[config.mk]
export PLATFORM = sky130hd
export DESIGN_NAME = arsl_seg_table
export DESIGN_NICKNAME = d
export VERILOG_FILES = /design/src/design/arsl_pkg.sv /design/src/design/arsl_seg_table.sv
export SDC_FILE = /design/constraint.sdc
export NUM_CORES = 1
export LEC_CHECK = 0
export BUFFER_PORTS_ARGS = -buffer_cell sky130_fd_sc_hd__buf_2
export CORE_UTILIZATION = 30
export CTS_BUF_LIST = sky130_fd_sc_hd__clkbuf_2 sky130_fd_sc_hd__clkbuf_4 sky130_fd_sc_hd__clkbuf_8
export CTS_CLUSTER_SIZE = 8
export DETAILED_ROUTE_END_ITERATION = 10
export PLACE_DENSITY = 0.56
export SYNTH_ARGS = -nofsm -noshare
export SYNTH_HDL_FRONTEND = slang
export SYNTH_SLANG_ARGS = --single-unit
[constraint.sdc]
create_clock -name clk_i -period 17.2 [get_ports clk_i]
set_input_delay 1.72 -clock clk_i [delete_from_list [all_inputs] [get_ports clk_i]]
set_output_delay 1.72 -clock clk_i [all_outputs]
set_load 0.01 [all_outputs]
[src/design/arsl_pkg.sv]
// Shared types and constants for the address range symbol lookup block.
// No dependencies; every other file in this folder imports it.
package arsl_pkg;

  localparam int unsigned SYMBOL_ENTRIES_DEF  = 1024;
  localparam int unsigned SEGMENT_ENTRIES_DEF = 8;

  localparam int unsigned APB_ADDR_W = 4;
  localparam int unsigned APB_DATA_W = 32;

  localparam logic [31:0] NAME_NONE = 32'hFFFF_FFFF;

  typedef enum logic [1:0] {
    FUNC_LOAD_SYM = 2'd0,
    FUNC_LOAD_SEG = 2'd1,
    FUNC_LOOKUP   = 2'd2
  } arsl_func_e;

  typedef enum logic [1:0] {
    REG_SYMBOL_COUNT    = 2'd0,
    REG_SEGMENT_COUNT   = 2'd1,
    REG_RELOCATE_ENABLE = 2'd2
  } arsl_reg_e;

  // One segment table entry
  typedef struct packed {
    logic [63:0] start;
    logic [63:0] len;
  } arsl_range_t;

  // One symbol table entry; length is kept to 32 bits
  typedef struct packed {
    logic [63:0] start;
    logic [31:0] len;
    logic [31:0] name;
  } arsl_sym_entry_t;

  typedef struct packed {
    logic        done;
    logic        hit;
    logic [63:0] offset;
  } arsl_seg_rsp_t;

  typedef struct packed {
    logic        done;
    logic        hit;
    logic [31:0] name;
  } arsl_sym_rsp_t;

endpackage

[src/design/arsl_seg_table.sv]
// Segment table: synchronous memory of base/length pairs plus a linear scan
// that finds the first segment holding the key. Depends on arsl_pkg.
module arsl_seg_table #(
  parameter int unsigned DEPTH = arsl_pkg::SEGMENT_ENTRIES_DEF,
  localparam int unsigned AddrW = (DEPTH > 1) ? $clog2(DEPTH) : 1,
  localparam int unsigned CntW  = $clog2(DEPTH + 1)
) (
  input  logic                   clk_i,
  input  logic                   rst_ni,
  input  logic                   wr_en_i,
  input  logic [AddrW-1:0]       wr_addr_i,
  input  arsl_pkg::arsl_range_t  wr_entry_i,
  input  logic                   go_i,
  input  logic [63:0]            key_i,
  input  logic [CntW-1:0]        count_i,
  output arsl_pkg::arsl_seg_rsp_t rsp_o
);
  import arsl_pkg::*;

  arsl_range_t     seg_mem [DEPTH];
  arsl_range_t     rd_data_q;
  logic            active_q;
  logic [CntW-1:0] addr_q;
  logic            rd_vld_q;
  logic            diff_vld_q;
  logic [64:0]     diff_q;
  logic [63:0]     len_q;
  logic            hit_now;
  logic            scan_done;
  logic            rd_en;

  // diff_q[64] is the borrow: key below base
  assign hit_now   = diff_vld_q && !diff_q[64] && (diff_q[63:0] < len_q);
  assign scan_done = active_q &&
                     (hit_now || ((addr_q >= count_i) && !rd_vld_q && !diff_vld_q));
  assign rd_en     = active_q && !scan_done && (addr_q < count_i);

  always_ff @(posedge clk_i) begin
    if (wr_en_i) begin
      seg_mem[wr_addr_i] <= wr_entry_i;
    end
    if (rd_en) begin
      rd_data_q <= seg_mem[addr_q[AddrW-1:0]];
    end
  end

  always_ff @(posedge clk_i) begin
    if (rd_vld_q) begin
      diff_q <= {1'b0, key_i} - {1'b0, rd_data_q.start};
      len_q  <= rd_data_q.len;
    end
  end

  always_ff @(posedge clk_i or negedge rst_ni) begin
    if (!rst_ni) begin
      active_q   <= 1'b0;
      addr_q     <= '0;
      rd_vld_q   <= 1'b0;
      diff_vld_q <= 1'b0;
    end else if (go_i) begin
      active_q   <= 1'b1;
      addr_q     <= '0;
      rd_vld_q   <= 1'b0;
      diff_vld_q <= 1'b0;
    end else begin
      if (scan_done) begin
        active_q <= 1'b0;
      end
      if (rd_en) begin
        addr_q <= addr_q + CntW'(1);
      end
      rd_vld_q   <= rd_en;
      diff_vld_q <= rd_vld_q && active_q && !scan_done;
    end
  end

  assign rsp_o.done   = scan_done;
  assign rsp_o.hit    = hit_now;
  assign rsp_o.offset = diff_q[63:0];

endmodule

==> metrics.txt, run 1 <==
# TYPE chip_impl_metric gauge
chip_impl_metric{name="synthesis.nets",unit=""} 3065
chip_impl_info{name="cpMaxStageDelayCell",value="sky130_fd_sc_hd__or4b_1"} 1
chip_impl_metric{name="critPathMaxFanout",unit=""} 4
chip_impl_metric{name="dieArea",unit="um2"} 178000
chip_impl_metric{name="clock-sinks",unit=""} 1288
chip_impl_metric{name="power.clock.fraction",unit=""} 0.257
chip_impl_metric{name="pin_count",unit=""} 269
chip_impl_info{name="path_common_cell",value="sky130_fd_sc_hd__a21o_1"} 1
chip_impl_metric{name="initialDrtViolationCount",unit=""} 1875
chip_impl_metric{name="power.leakage",unit="nW"} 20.4
chip_impl_metric{name="cp_data_arrival_time",unit="ps"} 4020
chip_impl_metric{name="number_of_storage_elements_in_the_synthesis_netlist",unit=""} 1288
chip_impl_metric{name="clk_latency",unit="ps"} 920
chip_impl_metric{name="worst_pin_slew",unit="ps"} 1200
chip_impl_metric{name="dr_total_vias",unit=""} 26241
chip_impl_metric{name="slew_violations",unit=""} 0
chip_impl_metric{name="route.detailed.vias_per_inst",unit=""} 4.74
chip_impl_info{name="setup.worst_path.class",value="flip-flop to output port"} 1
chip_impl_metric{name="detail_route.wirelength",unit="um"} 133000
chip_impl_metric{name="cp_slowest_stage_delay",unit="ps"} 590
chip_impl_metric{name="setup_clock_skew_after_layout",unit="ps"} 43.4
chip_impl_metric{name="slew-limit-headroom",unit=""} 0.200
chip_impl_info{name="worstSetupStartpoint",value="diff_q[17]$_DFFE_PP_"} 1
chip_impl_metric{name="globalRouteTotalUtil",unit=""} 0.149
chip_impl_metric{name="ratio_of_final_minimum_period_to_clock_period",unit=""} 0.334
chip_impl_metric{name="grt_antenna_before_repair",unit=""} 73
chip_impl_metric{name="cts-root-to-sink-buffers",unit=""} 3
chip_impl_metric{name="total_net_switching_power",unit="mW"} 2.93
chip_impl_metric{name="seq_power_share",unit=""} 0.458
chip_impl_metric{name="ys_seq_area_frac",unit=""} 0.732
chip_impl_metric{name="cts_hold_buf",unit=""} 0
chip_impl_metric{name="ctsHtreeMaxLevel",unit=""} 4
chip_impl_metric{name="swShare",unit=""} 0.311
chip_impl_metric{name="drv.max_cap_violation_count",unit=""} 0
chip_impl_metric{name="remaining_drc_errors",unit=""} 0
chip_impl_info{name="tritoncts",value="done"} 1
chip_impl_metric{name="cts-buffers-inserted",unit=""} 198
chip_impl_info{name="timing.critical_path.cells",value="ha_1 -> a21o_1 -> a21o_1 -> a21oi_1 -> nor2_1 -> or4b_1 -> o2111a_1 -> a21o_1 -> a21oi_2 -> o21a_1 -> buf_2"} 1
chip_impl_info{name="status",value="completed"} 1
chip_impl_info{name="postSynth.topFlopCell",value="sky130_fd_sc_hd__edfxtp_1"} 1
chip_impl_metric{name="first_global_vias",unit=""} 27172
chip_impl_metric{name="post_drt_wl_per_cell",unit="um"} 24.0
chip_impl_info{name="cts-root-buf",value="sky130_fd_sc_hd__clkbuf_8"} 1
chip_impl_info{name="cp-end-kind",value="output port"} 1
chip_impl_info{name="synth_top_area_cells",value="sky130_fd_sc_hd__edfxtp_1, sky130_fd_sc_hd__mux4_2, sky130_fd_sc_hd__ha_1, sky130_fd_sc_hd__mux2_2, sky130_fd_sc_hd__inv_1"} 1
chip_impl_metric{name="synth_to_final_area_change",unit="%"} 14.1
chip_impl_info{name="critPathTopFamily",value="compound AO/OA/AOI/OAI gates"} 1
chip_impl_metric{name="critical_path.n_buffers_inverters",unit=""} 1
chip_impl_metric{name="die_height",unit="um"} 422
chip_impl_metric{name="finalSetupViolCount",unit=""} 0
chip_impl_metric{name="port_buffers",unit=""} 268
chip_impl_metric{name="power-per-cell-area",unit="nW/um2"} 156
chip_impl_metric{name="netlist_area_before_placement",unit="um2"} 52800
chip_impl_metric{name="effective_utilization_at_floorplan",unit=""} 0.303
chip_impl_info{name="hold_path_class",value="flip-flop to flip-flop"} 1
chip_impl_metric{name="ir_drop",unit="uV"} 134
chip_impl_metric{name="comb_power_share",unit=""} 0.285
chip_impl_metric{name="gp_congestion",unit=""} 0.915
chip_impl_info{name="synthMostInstantiatedCell",value="sky130_fd_sc_hd__edfxtp_1"} 1
chip_impl_metric{name="cp.required",unit="ps"} 15480
chip_impl_metric{name="grt.overflow.total",unit=""} 0
chip_impl_metric{name="floorplan.die.width",unit="um"} 422
chip_impl_metric{name="post-cts-setup-buffers",unit=""} 0
chip_impl_metric{name="row_count",unit=""} 153
chip_impl_info{name="unrepaired_setup_endpoints_after_global_routing",value="false"} 1
chip_impl_metric{name="final_period_minus_worst_setup_slack",unit="ps"} 5740
chip_impl_metric{name="grt_max_degree",unit=""} 105
chip_impl_metric{name="post_cts_resized",unit=""} 0
chip_impl_metric{name="syn-mean-instance-area",unit="um2"} 19.4
chip_impl_metric{name="antenna_violating_nets_post_route",unit=""} 0
chip_impl_metric{name="dp_slack",unit="ps"} 11930
chip_impl_info{name="start_kind",value="flip-flop"} 1
chip_impl_metric{name="p_int",unit="mW"} 6.50
chip_impl_metric{name="yosysTopAreaCellShare",unit=""} 0.728
chip_impl_metric{name="setup-tns-final",unit="ps"} 0
chip_impl_metric{name="ys_types",unit=""} 71
chip_impl_metric{name="final.fill_count",unit=""} 16316
chip_impl_info{name="reg2reg_from",value="addr_q[1]$_DFFE_PN0P_"} 1
chip_impl_metric{name="synthCells",unit=""} 2729
chip_impl_metric{name="max_freq",unit="MHz"} 174
chip_impl_metric{name="detailedRoute.firstPassIterationCount",unit=""} 5
chip_impl_metric{name="ys.warnings.count",unit=""} 0
chip_impl_metric{name="final_critical_path_setup_slack",unit="ps"} 11460
chip_impl_metric{name="fin_nets",unit=""} 3405
chip_impl_metric{name="drive_above_1_share",unit=""} 0.323
chip_impl_metric{name="place_inst",unit=""} 5194
chip_impl_metric{name="design.core.area",unit="um2"} 174000
chip_impl_info{name="hold_path_startpoint",value="rd_data_q[24]$_DFFE_PP_"} 1
chip_impl_metric{name="synth-async-reset-ratio",unit=""} 0.00543
chip_impl_metric{name="grt_pass1_wl",unit="um"} 192000
chip_impl_info{name="synth.largest_area_cell",value="sky130_fd_sc_hd__edfxtp_1"} 1
chip_impl_metric{name="layoutNonFillerInstCount",unit=""} 5532
chip_impl_metric{name="final-hold-violation-count",unit=""} 0
chip_impl_metric{name="cts.clk_slew.worst_paths",unit="ps"} 70
chip_impl_metric{name="synth_enable_flop_cells",unit=""} 1281
chip_impl_metric{name="dp_hpwl",unit="um"} 83500
chip_impl_info{name="commonest_cells_in_the_netlist",value="sky130_fd_sc_hd__edfxtp_1, sky130_fd_sc_hd__mux4_2, sky130_fd_sc_hd__inv_1"} 1
worst paths after layout:
| kind | slack [ps] | cells past startpoint | end |
|---|---|---|---|
| setup / recovery | 11460 | 11 | rsp_o[65] |
| hold / removal | 400 | 0 | len_q[24]$_DFFE_PP_ |
| setup reg to reg | 12810 | 10 | rd_data_q[120]$_DFFE_PP_ |
| hold reg to reg | 400 | 0 | len_q[24]$_DFFE_PP_ |
| max in group asynchronous | 16350 | 1 | rd_vld_q$_DFF_PN0_ |
| min in group asynchronous | 630 | 1 | addr_q[3]$_DFFE_PN0P_ |
registers in the layout, indices dropped and copies added, names as in the netlist:
name,flops
active_q,1
addr_q,4
diff_q,65
diff_vld_q,1
len_q,64
rd_data_q,128
rd_vld_q,1
seg_mem,1024
power groups by stage:
stage,Combinational [mW],Clock [mW],Sequential (mW)
5_1_grt,2.94,2.63,4.36
2_1_floorplan,2.03,0,4.28
3_3_place_gp,2.72,0,4.38
6_report,2.68,2.42,4.32
4_1_cts,2.73,2.50,4.33
3_5_place_dp,2.72,0,4.39
layout by cell type (no fill, tap or decap), drive strengths merged, types with 7 or more instances in the layout:
| cell type | Yosys | layout |
|---|---|---|
| inv | 148 | 158 |
| and3 | 9 | 9 |
| nand2 | 57 | 57 |
| xnor2 | 41 | 41 |
| o21ai | 50 | 50 |
| nand2b | 14 | 14 |
| clkbuf | 55 | 274 |
| o21a | 8 | 8 |
| nand4 | 33 | 33 |
| diode | 0 | 13 |
| a21oi | 103 | 103 |
| nor2 | 56 | 56 |
| a21o | 68 | 68 |
| o21bai | 14 | 14 |
| clkinv | 0 | 37 |
| a31oi | 7 | 7 |
| mux2 | 130 | 130 |
| buf | 111 | 305 |
| and2 | 12 | 12 |
| dfrtp | 7 | 7 |
| xor2 | 19 | 19 |
| mux4 | 256 | 256 |
| nand3 | 19 | 19 |
| edfxtp | 1281 | 1281 |
| o31ai | 9 | 9 |
| nor2b | 11 | 11 |
| nor3 | 11 | 11 |
| ha | 132 | 132 |
cell families after synthesis:
group	after synthesis	share of synthesized area
adder cells (fa/ha/maj)	133	0.0317
flip-flops	1288	0.732
multiplexers	386	0.137
AO/OA/AOI/OAI	306	0.0386
XOR/XNOR	60	0.00995
AND/OR/NAND/NOR	242	0.0235
buffers and inverters	314	0.0277
stage by stage:
stage                     power [mW]  area [um2]  utilization  hold WS, ps
after CTS                       9.57       60200        0.345          402
after global placement          7.10       56600        0.324          401
after floorplan                 6.30       52800            -          400
final                           9.43       60300        0.346          403
after detailed placement        7.11       56600        0.324          405
after global routing            9.93       60300        0.345          401
metal layers:
metal | share of wire | wire length, um | up-vias | GRT usage
li1 | - | - | 11597 | -
met1 | 0.41 | 53900 | 13587 | 0.180
met2 | 0.50 | 66800 | 695 | 0.249
met3 | 0.044 | 5870 | 318 | 0.0304
met4 | 0.047 | 6200 | 44 | 0.0782
met5 | 0.0020 | 268 | - | 0
area by class of cell:
class | count | area, um2 | share of cell area
diodes | 13 | 32.5 | 0.000540
flip-flops and latches | 1288 | 38700 | 0.642
clock inverters | 51 | 334 | 0.00554
well taps | 2325 | 2910 | 0.0483
clock buffers | 274 | 3310 | 0.0550
repair buffers | 306 | 1680 | 0.0279
multi-input cells | 1127 | 12800 | 0.212
inverters | 148 | 556 | 0.00922
worst register-to-register path: stages, from the launching register on:
cell	delay [ps]
sky130_fd_sc_hd__dfrtp_4	1000
sky130_fd_sc_hd__ha_1	410
sky130_fd_sc_hd__nor2b_1	130
sky130_fd_sc_hd__o21ai_0	150
sky130_fd_sc_hd__nand2b_1	80
sky130_fd_sc_hd__a21oi_1	400
sky130_fd_sc_hd__o31a_1	260
sky130_fd_sc_hd__and3_1	230
sky130_fd_sc_hd__nand3_1	230
sky130_fd_sc_hd__nand2_4	330
sky130_fd_sc_hd__buf_4	710
No activity file was read; power rests on OpenSTA's default activity.
==> run 2, diff against run 1 <==
--- a/config.mk
+++ b/config.mk
@@ -10,7 +10,7 @@
 export CTS_BUF_LIST = sky130_fd_sc_hd__clkbuf_2 sky130_fd_sc_hd__clkbuf_4 sky130_fd_sc_hd__clkbuf_8
 export CTS_CLUSTER_SIZE = 8
 export DETAILED_ROUTE_END_ITERATION = 10
-export PLACE_DENSITY = 0.56
+export PLACE_DENSITY = 0.57
 export SYNTH_ARGS = -nofsm -noshare
 export SYNTH_HDL_FRONTEND = slang
 export SYNTH_SLANG_ARGS = --single-unit
==> constraint.sdc (replaced) <==
create_clock -name clk_i -period 5.1 [get_ports clk_i]
set_input_delay 0.51 -clock clk_i [delete_from_list [all_inputs] [get_ports clk_i]]
set_output_delay 0.51 -clock clk_i [all_outputs]
set_load 0.01 [all_outputs]
==> run 2 against run 1 <==
Against the previous run: critical path depth unchanged; clock skew is 3.7 ps lower; critical endpoint unchanged; sequential power rose to 3.3 times the previous value; first-iteration DRC count rose by 4.2%; via count grew 0.87%; sequential share of layout area decreased by 1.5 points; largest cell class unchanged; combinational power grew to 3.5 times the previous value; hold slack worse by 260 ps; die area did not move; routed wire length shrank 0.45%.
==> metrics.txt, run 2 (synthesized netlist as in run 1, its figures left out) <==
# TYPE chip_impl_metric gauge
chip_impl_metric{name="cells_on_worst_hold_path",unit=""} 3
chip_impl_metric{name="synth_to_final_area_change",unit="%"} 16.9
chip_impl_metric{name="ratio_of_final_minimum_period_to_clock_period",unit=""} 0.882
chip_impl_info{name="timing.critical_path.cells",value="ha_1 -> a21o_1 -> a21o_1 -> a21oi_1 -> a2bb2oi_1 -> or4b_1 -> o2111a_1 -> a21o_1 -> a21oi_2 -> o21a_1 -> buf_2"} 1
chip_impl_metric{name="post-cts-setup-buffers",unit=""} 0
chip_impl_info{name="hold_path_startpoint",value="key_i[5]"} 1
chip_impl_metric{name="cts.clk_slew.worst_paths",unit="ps"} 60
chip_impl_metric{name="grt_max_degree",unit=""} 141
chip_impl_metric{name="cts-buffers-inserted",unit=""} 196
chip_impl_metric{name="first_global_vias",unit=""} 28088
chip_impl_info{name="leading_cell_type_in_the_layout_fill_and_taps_excluded",value="sky130_fd_sc_hd__edfxtp_1"} 1
chip_impl_metric{name="total_net_switching_power",unit="mW"} 9.88
chip_impl_metric{name="floorplan.die.width",unit="um"} 422
chip_impl_metric{name="design.core.area",unit="um2"} 174000
chip_impl_metric{name="finalSetupViolCount",unit=""} 0
chip_impl_info{name="r2r-end",value="rd_data_q[24]$_DFFE_PP_"} 1
chip_impl_metric{name="power.clock.fraction",unit=""} 0.250
chip_impl_metric{name="route.detailed.vias_per_inst",unit=""} 4.68
chip_impl_info{name="unrepaired_setup_endpoints_after_global_routing",value="false"} 1
chip_impl_metric{name="gp_congestion",unit=""} 0.938
chip_impl_metric{name="power.leakage",unit="nW"} 21.0
chip_impl_metric{name="port_buffers",unit=""} 268
chip_impl_metric{name="power.total",unit="mW"} 31.7
chip_impl_metric{name="swShare",unit=""} 0.311
chip_impl_metric{name="slew_violations",unit=""} 0
chip_impl_metric{name="pin_count",unit=""} 269
chip_impl_metric{name="final_design_area_no_fill",unit="um2"} 61700
chip_impl_metric{name="max_freq",unit="MHz"} 222
chip_impl_metric{name="effective_utilization_at_floorplan",unit=""} 0.303
chip_impl_metric{name="ir_drop",unit="uV"} 287
chip_impl_info{name="hold_path_class",value="primary input to flip-flop"} 1
chip_impl_metric{name="slew-limit-headroom",unit=""} 0.300
chip_impl_metric{name="worst_pin_slew",unit="ps"} 1050
chip_impl_metric{name="grt.overflow.total",unit=""} 0
chip_impl_info{name="tritoncts",value="done"} 1
chip_impl_metric{name="seq_power_share",unit=""} 0.451
chip_impl_metric{name="cts-root-to-sink-buffers",unit=""} 3
chip_impl_metric{name="fin_nets",unit=""} 3542
chip_impl_metric{name="grt_pass1_wl",unit="um"} 191000
chip_impl_metric{name="grt_antenna_before_repair",unit=""} 39
chip_impl_metric{name="place_area",unit="um2"} 56800
chip_impl_metric{name="largest_register_ff_count",unit=""} 1024
chip_impl_metric{name="detail_route.wirelength",unit="um"} 132000
chip_impl_metric{name="clk_latency",unit="ps"} 880
chip_impl_metric{name="die_height",unit="um"} 422
chip_impl_metric{name="remaining_drc_errors",unit=""} 0
chip_impl_metric{name="critPathMaxFanout",unit=""} 4
chip_impl_metric{name="p_int",unit="mW"} 21.9
chip_impl_metric{name="comb_power_share",unit=""} 0.299
chip_impl_metric{name="power-per-cell-area",unit="nW/um2"} 514
chip_impl_metric{name="globalRouteTotalUtil",unit=""} 0.148
chip_impl_info{name="setup.worst_path.class",value="flip-flop to output port"} 1
chip_impl_info{name="layout_common_cells",value="sky130_fd_sc_hd__edfxtp_1, sky130_fd_sc_hd__buf_2, sky130_fd_sc_hd__mux4_2"} 1
chip_impl_info{name="status",value="completed"} 1
chip_impl_metric{name="clock-sinks",unit=""} 1288
chip_impl_metric{name="worst_hold_slack",unit="ps"} 139
chip_impl_metric{name="dieArea",unit="um2"} 178000
chip_impl_metric{name="r2r_worst_path_depth",unit=""} 10
chip_impl_metric{name="setup_clock_skew_after_layout",unit="ps"} 39.7
chip_impl_info{name="reg2reg_from",value="diff_q[49]$_DFFE_PP_"} 1
chip_impl_metric{name="antenna_violating_nets_post_route",unit=""} 0
chip_impl_metric{name="r2r_slack",unit="ps"} 1390
chip_impl_metric{name="row_count",unit=""} 153
chip_impl_metric{name="dr_total_vias",unit=""} 26470
chip_impl_metric{name="drv.max_cap_violation_count",unit=""} 0
chip_impl_info{name="cpMaxStageDelayCell",value="sky130_fd_sc_hd__or4b_1"} 1
chip_impl_info{name="cts-root-buf",value="sky130_fd_sc_hd__clkbuf_8"} 1
chip_impl_metric{name="detailedRoute.firstPassIterationCount",unit=""} 5
chip_impl_metric{name="post_drt_wl_per_cell",unit="um"} 23.4
chip_impl_info{name="max_flop_register",value="seg_mem"} 1
chip_impl_metric{name="cp.required",unit="ps"} 4590
chip_impl_metric{name="final.fill_count",unit=""} 16217
chip_impl_metric{name="final_period_minus_worst_setup_slack",unit="ps"} 4500
chip_impl_info{name="path_common_cell",value="sky130_fd_sc_hd__a21o_1"} 1
chip_impl_metric{name="ctsHtreeMaxLevel",unit=""} 4
chip_impl_metric{name="drive_above_1_share",unit=""} 0.305
chip_impl_metric{name="dp_hpwl",unit="um"} 82800
chip_impl_info{name="cp-end-kind",value="output port"} 1
chip_impl_metric{name="cp_data_arrival_time",unit="ps"} 3990
chip_impl_info{name="start_kind",value="flip-flop"} 1
chip_impl_metric{name="initialDrtViolationCount",unit=""} 1954
chip_impl_info{name="whs_endpoint",value="diff_q[5]$_DFFE_PP_"} 1
chip_impl_metric{name="cp_slowest_stage_delay",unit="ps"} 570
chip_impl_metric{name="final-hold-violation-count",unit=""} 0
chip_impl_info{name="top_regs",value="seg_mem: 1024 flops, rd_data_q: 128 flops, diff_q: 65 flops"} 1
## run 2: area by class of cell
class                      count  area, um2  share of cell area
clock buffer                 254       3160              0.0511
timing repair buffer         445       3300              0.0535
tap                         2325       2910              0.0471
antenna                       15       37.5            0.000608
multi-input combinational   1127      12800               0.207
clock inverter                52        340             0.00551
sequential                  1288      38700               0.626
inverter                     148        556             0.00900
## run 2: repair_timing
item / 4_1_cts / 5_1_grt
resized for setup: 0 / 0
hold endpoints to repair: 1047 / 0
hold buffers: 137 / 0
## run 2: per-layer routing
metal,share of wire,routed length [um],track usage,vias to the layer above
li1,-,-,-,11849
met2,0.52,68300,0.258,685
met4,0.044,5820,0.0727,14
met3,0.039,5160,0.0262,249
met5,0.00069,92,0,-
met1,0.40,53000,0.175,13673
## run 2: worst max path at each step
stage	start	to	cells past startpoint
6_report	diff_q[21]$_DFFE_PP_	rsp_o[65]	11
5_1_grt	diff_q[21]$_DFFE_PP_	rsp_o[65]	11
4_1_cts	diff_q[21]$_DFFE_PP_	rsp_o[65]	11
3_5_place_dp	key_i[11]	diff_q[62]$_DFFE_PP_	11
3_3_place_gp	key_i[0]	diff_q[58]$_DFFE_PP_	14
2_1_floorplan	wr_addr_i[2]	seg_mem[1][0]$_DFFE_PP_	2
## run 2: power groups by stage
| stage | logic, mW | registers, mW | clock network (mW) |
|---|---|---|---|
| after floorplan | 6.83 | 14.3 | 0 |
| after detailed placement | 9.51 | 14.5 | 0 |
| final | 9.49 | 14.3 | 7.94 |
| after global routing | 10.4 | 14.4 | 8.60 |
| after global placement | 9.50 | 14.5 | 0 |
| after CTS | 9.66 | 14.3 | 8.22 |
## run 2: stage by stage
| stage | std cells | utilization | TNS, ps | worst slack, ps |
|---|---|---|---|---|
| after floorplan | 2729 | - | -538790 | -1560 |
| after global placement | 5196 | 0.326 | 0 | 1320 |
| after detailed placement | 5196 | 0.326 | 0 | 1310 |
| after CTS | 5639 | 0.354 | 0 | 409 |
| after global routing | 5652 | 0.354 | 0 | 386 |
| final | 5654 | 0.354 | 0 | 600 |
## run 2: worst max-delay path, delay by kind of cell, from the launching register on
family          cells  cell delay (ps)
buf+inv             1              120
compound gates      8             1730
simple gates        1              570
fa+ha+maj           1              320
flops               1              380
==> run 3, diff against run 2 <==
--- a/config.mk
+++ b/config.mk
@@ -10,7 +10,7 @@
 export CTS_BUF_LIST = sky130_fd_sc_hd__clkbuf_2 sky130_fd_sc_hd__clkbuf_4 sky130_fd_sc_hd__clkbuf_8
 export CTS_CLUSTER_SIZE = 8
 export DETAILED_ROUTE_END_ITERATION = 10
-export PLACE_DENSITY = 0.57
+export PLACE_DENSITY = 0.56
 export SYNTH_ARGS = -nofsm -noshare
 export SYNTH_HDL_FRONTEND = slang
 export SYNTH_SLANG_ARGS = --single-unit
==> constraint.sdc (replaced) <==
create_clock -name clk_i -period 4.3 [get_ports clk_i]
set_input_delay 0.43 -clock clk_i [delete_from_list [all_inputs] [get_ports clk_i]]
set_output_delay 0.43 -clock clk_i [all_outputs]
set_load 0.01 [all_outputs]
==> run 3 against run 2 <==
Against the previous run: hold slack got worse by 74 ps; clock-buffer cell count down 1; combinational power rose by 20%; sequential power rose by 19%; die area unchanged; critical path type unchanged.
==> metrics.txt, run 3 (synthesized netlist as in run 1, its figures left out) <==
# TYPE chip_impl_metric gauge
chip_impl_info{name="status",value="completed"} 1
chip_impl_metric{name="detailedRoute.firstPassIterationCount",unit=""} 5
chip_impl_metric{name="power.leakage",unit="nW"} 21.2
chip_impl_info{name="cts-root-buf",value="sky130_fd_sc_hd__clkbuf_8"} 1
chip_impl_info{name="hold_path_class",value="primary input to asynchronous set/reset pin"} 1
chip_impl_info{name="layout_common_cells",value="sky130_fd_sc_hd__edfxtp_1, sky130_fd_sc_hd__buf_2, sky130_fd_sc_hd__mux4_2"} 1
chip_impl_metric{name="row_count",unit=""} 153
chip_impl_metric{name="grt_pass1_wl",unit="um"} 193000
chip_impl_metric{name="cp.required",unit="ps"} 3870
chip_impl_info{name="r2r-end",value="rd_data_q[17]$_DFFE_PP_"} 1
chip_impl_metric{name="critPathMaxFanout",unit=""} 3
chip_impl_metric{name="remaining_drc_errors",unit=""} 0
chip_impl_metric{name="largest_register_ff_count",unit=""} 1024
chip_impl_metric{name="detail_route.wirelength",unit="um"} 133000
chip_impl_metric{name="route.detailed.vias_per_inst",unit=""} 4.66
chip_impl_metric{name="die_height",unit="um"} 422
chip_impl_info{name="tritoncts",value="done"} 1
chip_impl_metric{name="ir_drop",unit="uV"} 387
chip_impl_metric{name="cts-root-to-sink-buffers",unit=""} 3
chip_impl_info{name="path_common_cell",value="sky130_fd_sc_hd__a21o_1"} 1
chip_impl_metric{name="ratio_of_final_minimum_period_to_clock_period",unit=""} 0.971
chip_impl_info{name="start_kind",value="flip-flop"} 1
chip_impl_metric{name="max_freq",unit="MHz"} 240
chip_impl_metric{name="r2r_worst_path_depth",unit=""} 10
chip_impl_metric{name="slew_violations",unit=""} 0
chip_impl_metric{name="setup_clock_skew_after_layout",unit="ps"} 43.9
chip_impl_info{name="leading_cell_type_in_the_layout_fill_and_taps_excluded",value="sky130_fd_sc_hd__edfxtp_1"} 1
chip_impl_metric{name="slew-limit-headroom",unit=""} 0.226
chip_impl_info{name="cpMaxStageDelayCell",value="sky130_fd_sc_hd__or4b_4"} 1
chip_impl_metric{name="drive_above_1_share",unit=""} 0.314
chip_impl_metric{name="clock-sinks",unit=""} 1288
chip_impl_metric{name="first_global_vias",unit=""} 28185
chip_impl_info{name="max_flop_register",value="seg_mem"} 1
chip_impl_metric{name="cts-buffers-inserted",unit=""} 199
chip_impl_metric{name="power-per-cell-area",unit="nW/um2"} 611
chip_impl_metric{name="synth_to_final_area_change",unit="%"} 17.8
chip_impl_info{name="top_regs",value="seg_mem: 1024 flops, rd_data_q: 128 flops, diff_q: 65 flops"} 1
chip_impl_info{name="critPathTopFamily",value="compound AO/OA/AOI/OAI gates"} 1
chip_impl_metric{name="port_buffers",unit=""} 268
chip_impl_metric{name="globalRouteTotalUtil",unit=""} 0.148
chip_impl_info{name="cp-end-kind",value="output port"} 1
chip_impl_metric{name="final-hold-violation-count",unit=""} 0
chip_impl_info{name="timing.critical_path.cells",value="ha_4 -> a21o_1 -> a21o_1 -> a21oi_2 -> a2bb2oi_1 -> or4b_4 -> buf_12 -> o2111a_1 -> a21o_1 -> a21oi_2 -> o21a_1 -> buf_6"} 1
chip_impl_metric{name="layoutNonFillerInstCount",unit=""} 5693
chip_impl_metric{name="design.core.area",unit="um2"} 174000
chip_impl_metric{name="dr_total_vias",unit=""} 26550
chip_impl_metric{name="final_period_minus_worst_setup_slack",unit="ps"} 4170
chip_impl_metric{name="antenna_violating_nets_post_route",unit=""} 0
chip_impl_metric{name="grt_antenna_before_repair",unit=""} 44
chip_impl_metric{name="finalSetupViolCount",unit=""} 0
chip_impl_metric{name="effective_utilization_at_floorplan",unit=""} 0.303
chip_impl_metric{name="final.fill_count",unit=""} 16298
chip_impl_info{name="reg2reg_from",value="diff_q[33]$_DFFE_PP_"} 1
chip_impl_metric{name="pin_count",unit=""} 269
chip_impl_metric{name="worst_pin_slew",unit="ps"} 1160
chip_impl_metric{name="floorplan.die.width",unit="um"} 422
chip_impl_metric{name="ctsHtreeMaxLevel",unit=""} 4
chip_impl_metric{name="post_drt_wl_per_cell",unit="um"} 23.4
chip_impl_metric{name="place_inst",unit=""} 5221
chip_impl_metric{name="drv.max_cap_violation_count",unit=""} 0
chip_impl_metric{name="dp_hpwl",unit="um"} 86700
chip_impl_info{name="setup.worst_path.class",value="flip-flop to output port"} 1
chip_impl_metric{name="initialDrtViolationCount",unit=""} 1620
chip_impl_metric{name="grt_max_degree",unit=""} 134
chip_impl_metric{name="fin_nets",unit=""} 3575
chip_impl_info{name="unrepaired_setup_endpoints_after_global_routing",value="true"} 1
chip_impl_metric{name="critical_path.n_buffers_inverters",unit=""} 2
chip_impl_metric{name="dieArea",unit="um2"} 178000
chip_impl_metric{name="cts.clk_slew.worst_paths",unit="ps"} 60
chip_impl_metric{name="r2r_slack",unit="ps"} 720
chip_impl_metric{name="clk_latency",unit="ps"} 900
chip_impl_metric{name="gp_congestion",unit=""} 0.899
chip_impl_metric{name="cp_slowest_stage_delay",unit="ps"} 520
chip_impl_metric{name="cp.depth",unit=""} 12
chip_impl_metric{name="grt.overflow.total",unit=""} 0
chip_impl_metric{name="cp_data_arrival_time",unit="ps"} 3740
chip_impl_metric{name="power.total",unit="mW"} 38.0
## run 3: area by class of cell
type	instances	area (um2)	area share
Antenna cell	20	50.0	0.000805
Clock buffer	253	3180	0.0510
Clock inverter	57	392	0.00630
Inverter	148	556	0.00893
Multi-Input combinational cell	1127	12800	0.206
Sequential cell	1288	38700	0.621
Tap cell	2325	2910	0.0468
Timing Repair Buffer	475	3650	0.0587
## run 3: where the power goes
group	internal [mW]	total [mW]	switching [mW]	leakage (nW)
combinational	4.99	11.4	6.45	7.41
clock	4.95	9.58	4.63	1.89
sequential	16.2	17.0	0.721	11.9
total	26.2	38.0	11.8	21.2
## run 3: routing by layer
| layer | global-route usage | routed length [um] |
|---|---|---|
| met1 | 0.178 | 54000 |
| met2 | 0.257 | 68900 |
| met3 | 0.0263 | 4600 |
| met4 | 0.0721 | 5690 |
| met5 | 0 | 79 |
## run 3: worst reg2reg max path: cells and delay by family (launching register included)
family	cells	cell delay, ps
and+or+nand+nor	1	330
DFF	1	450
AOI/OAI and AO/OA	7	1810
adders and majority gates	1	340
buffers and inverters	1	370
## run 3: timing repair
action | in CTS | in global routing
endpoints found under the hold margin | 1049 | 0
pin swaps | 7 | 1
gates resized for setup | 8 | 0
endpoints found under the setup margin | 2 | 2
hold buffers | 138 | 0
setup buffers | 3 | 1
## run 3: worst max-delay path by stage
stage / startpoint / end / slack (ps)
after global routing: diff_q[29]$_DFFE_PP_ / rsp_o[65] / -90
after global placement: key_i[4] / diff_q[61]$_DFFE_PP_ / 670
after CTS: len_q[21]$_DFFE_PP_ / rsp_o[65] / 10
after detailed placement: key_i[4] / diff_q[61]$_DFFE_PP_ / 650
final: diff_q[21]$_DFFE_PP_ / rsp_o[65] / 130
after floorplan: wr_addr_i[2] / seg_mem[2][0]$_DFFE_PP_ / -180
## run 3: stage by stage
step	setup TNS [ps]	hold WS, ps	area, um2	setup slack [ps]	utilization
after global routing	-109	9.34	62200	-94.3	0.357
after global placement	0	282	57100	674	0.327
after CTS	0	3.13	62200	9.61	0.356
after floorplan	-64380	134	52900	-176	-
final	0	64.3	62200	126	0.357
after detailed placement	0	283	57100	646	0.328
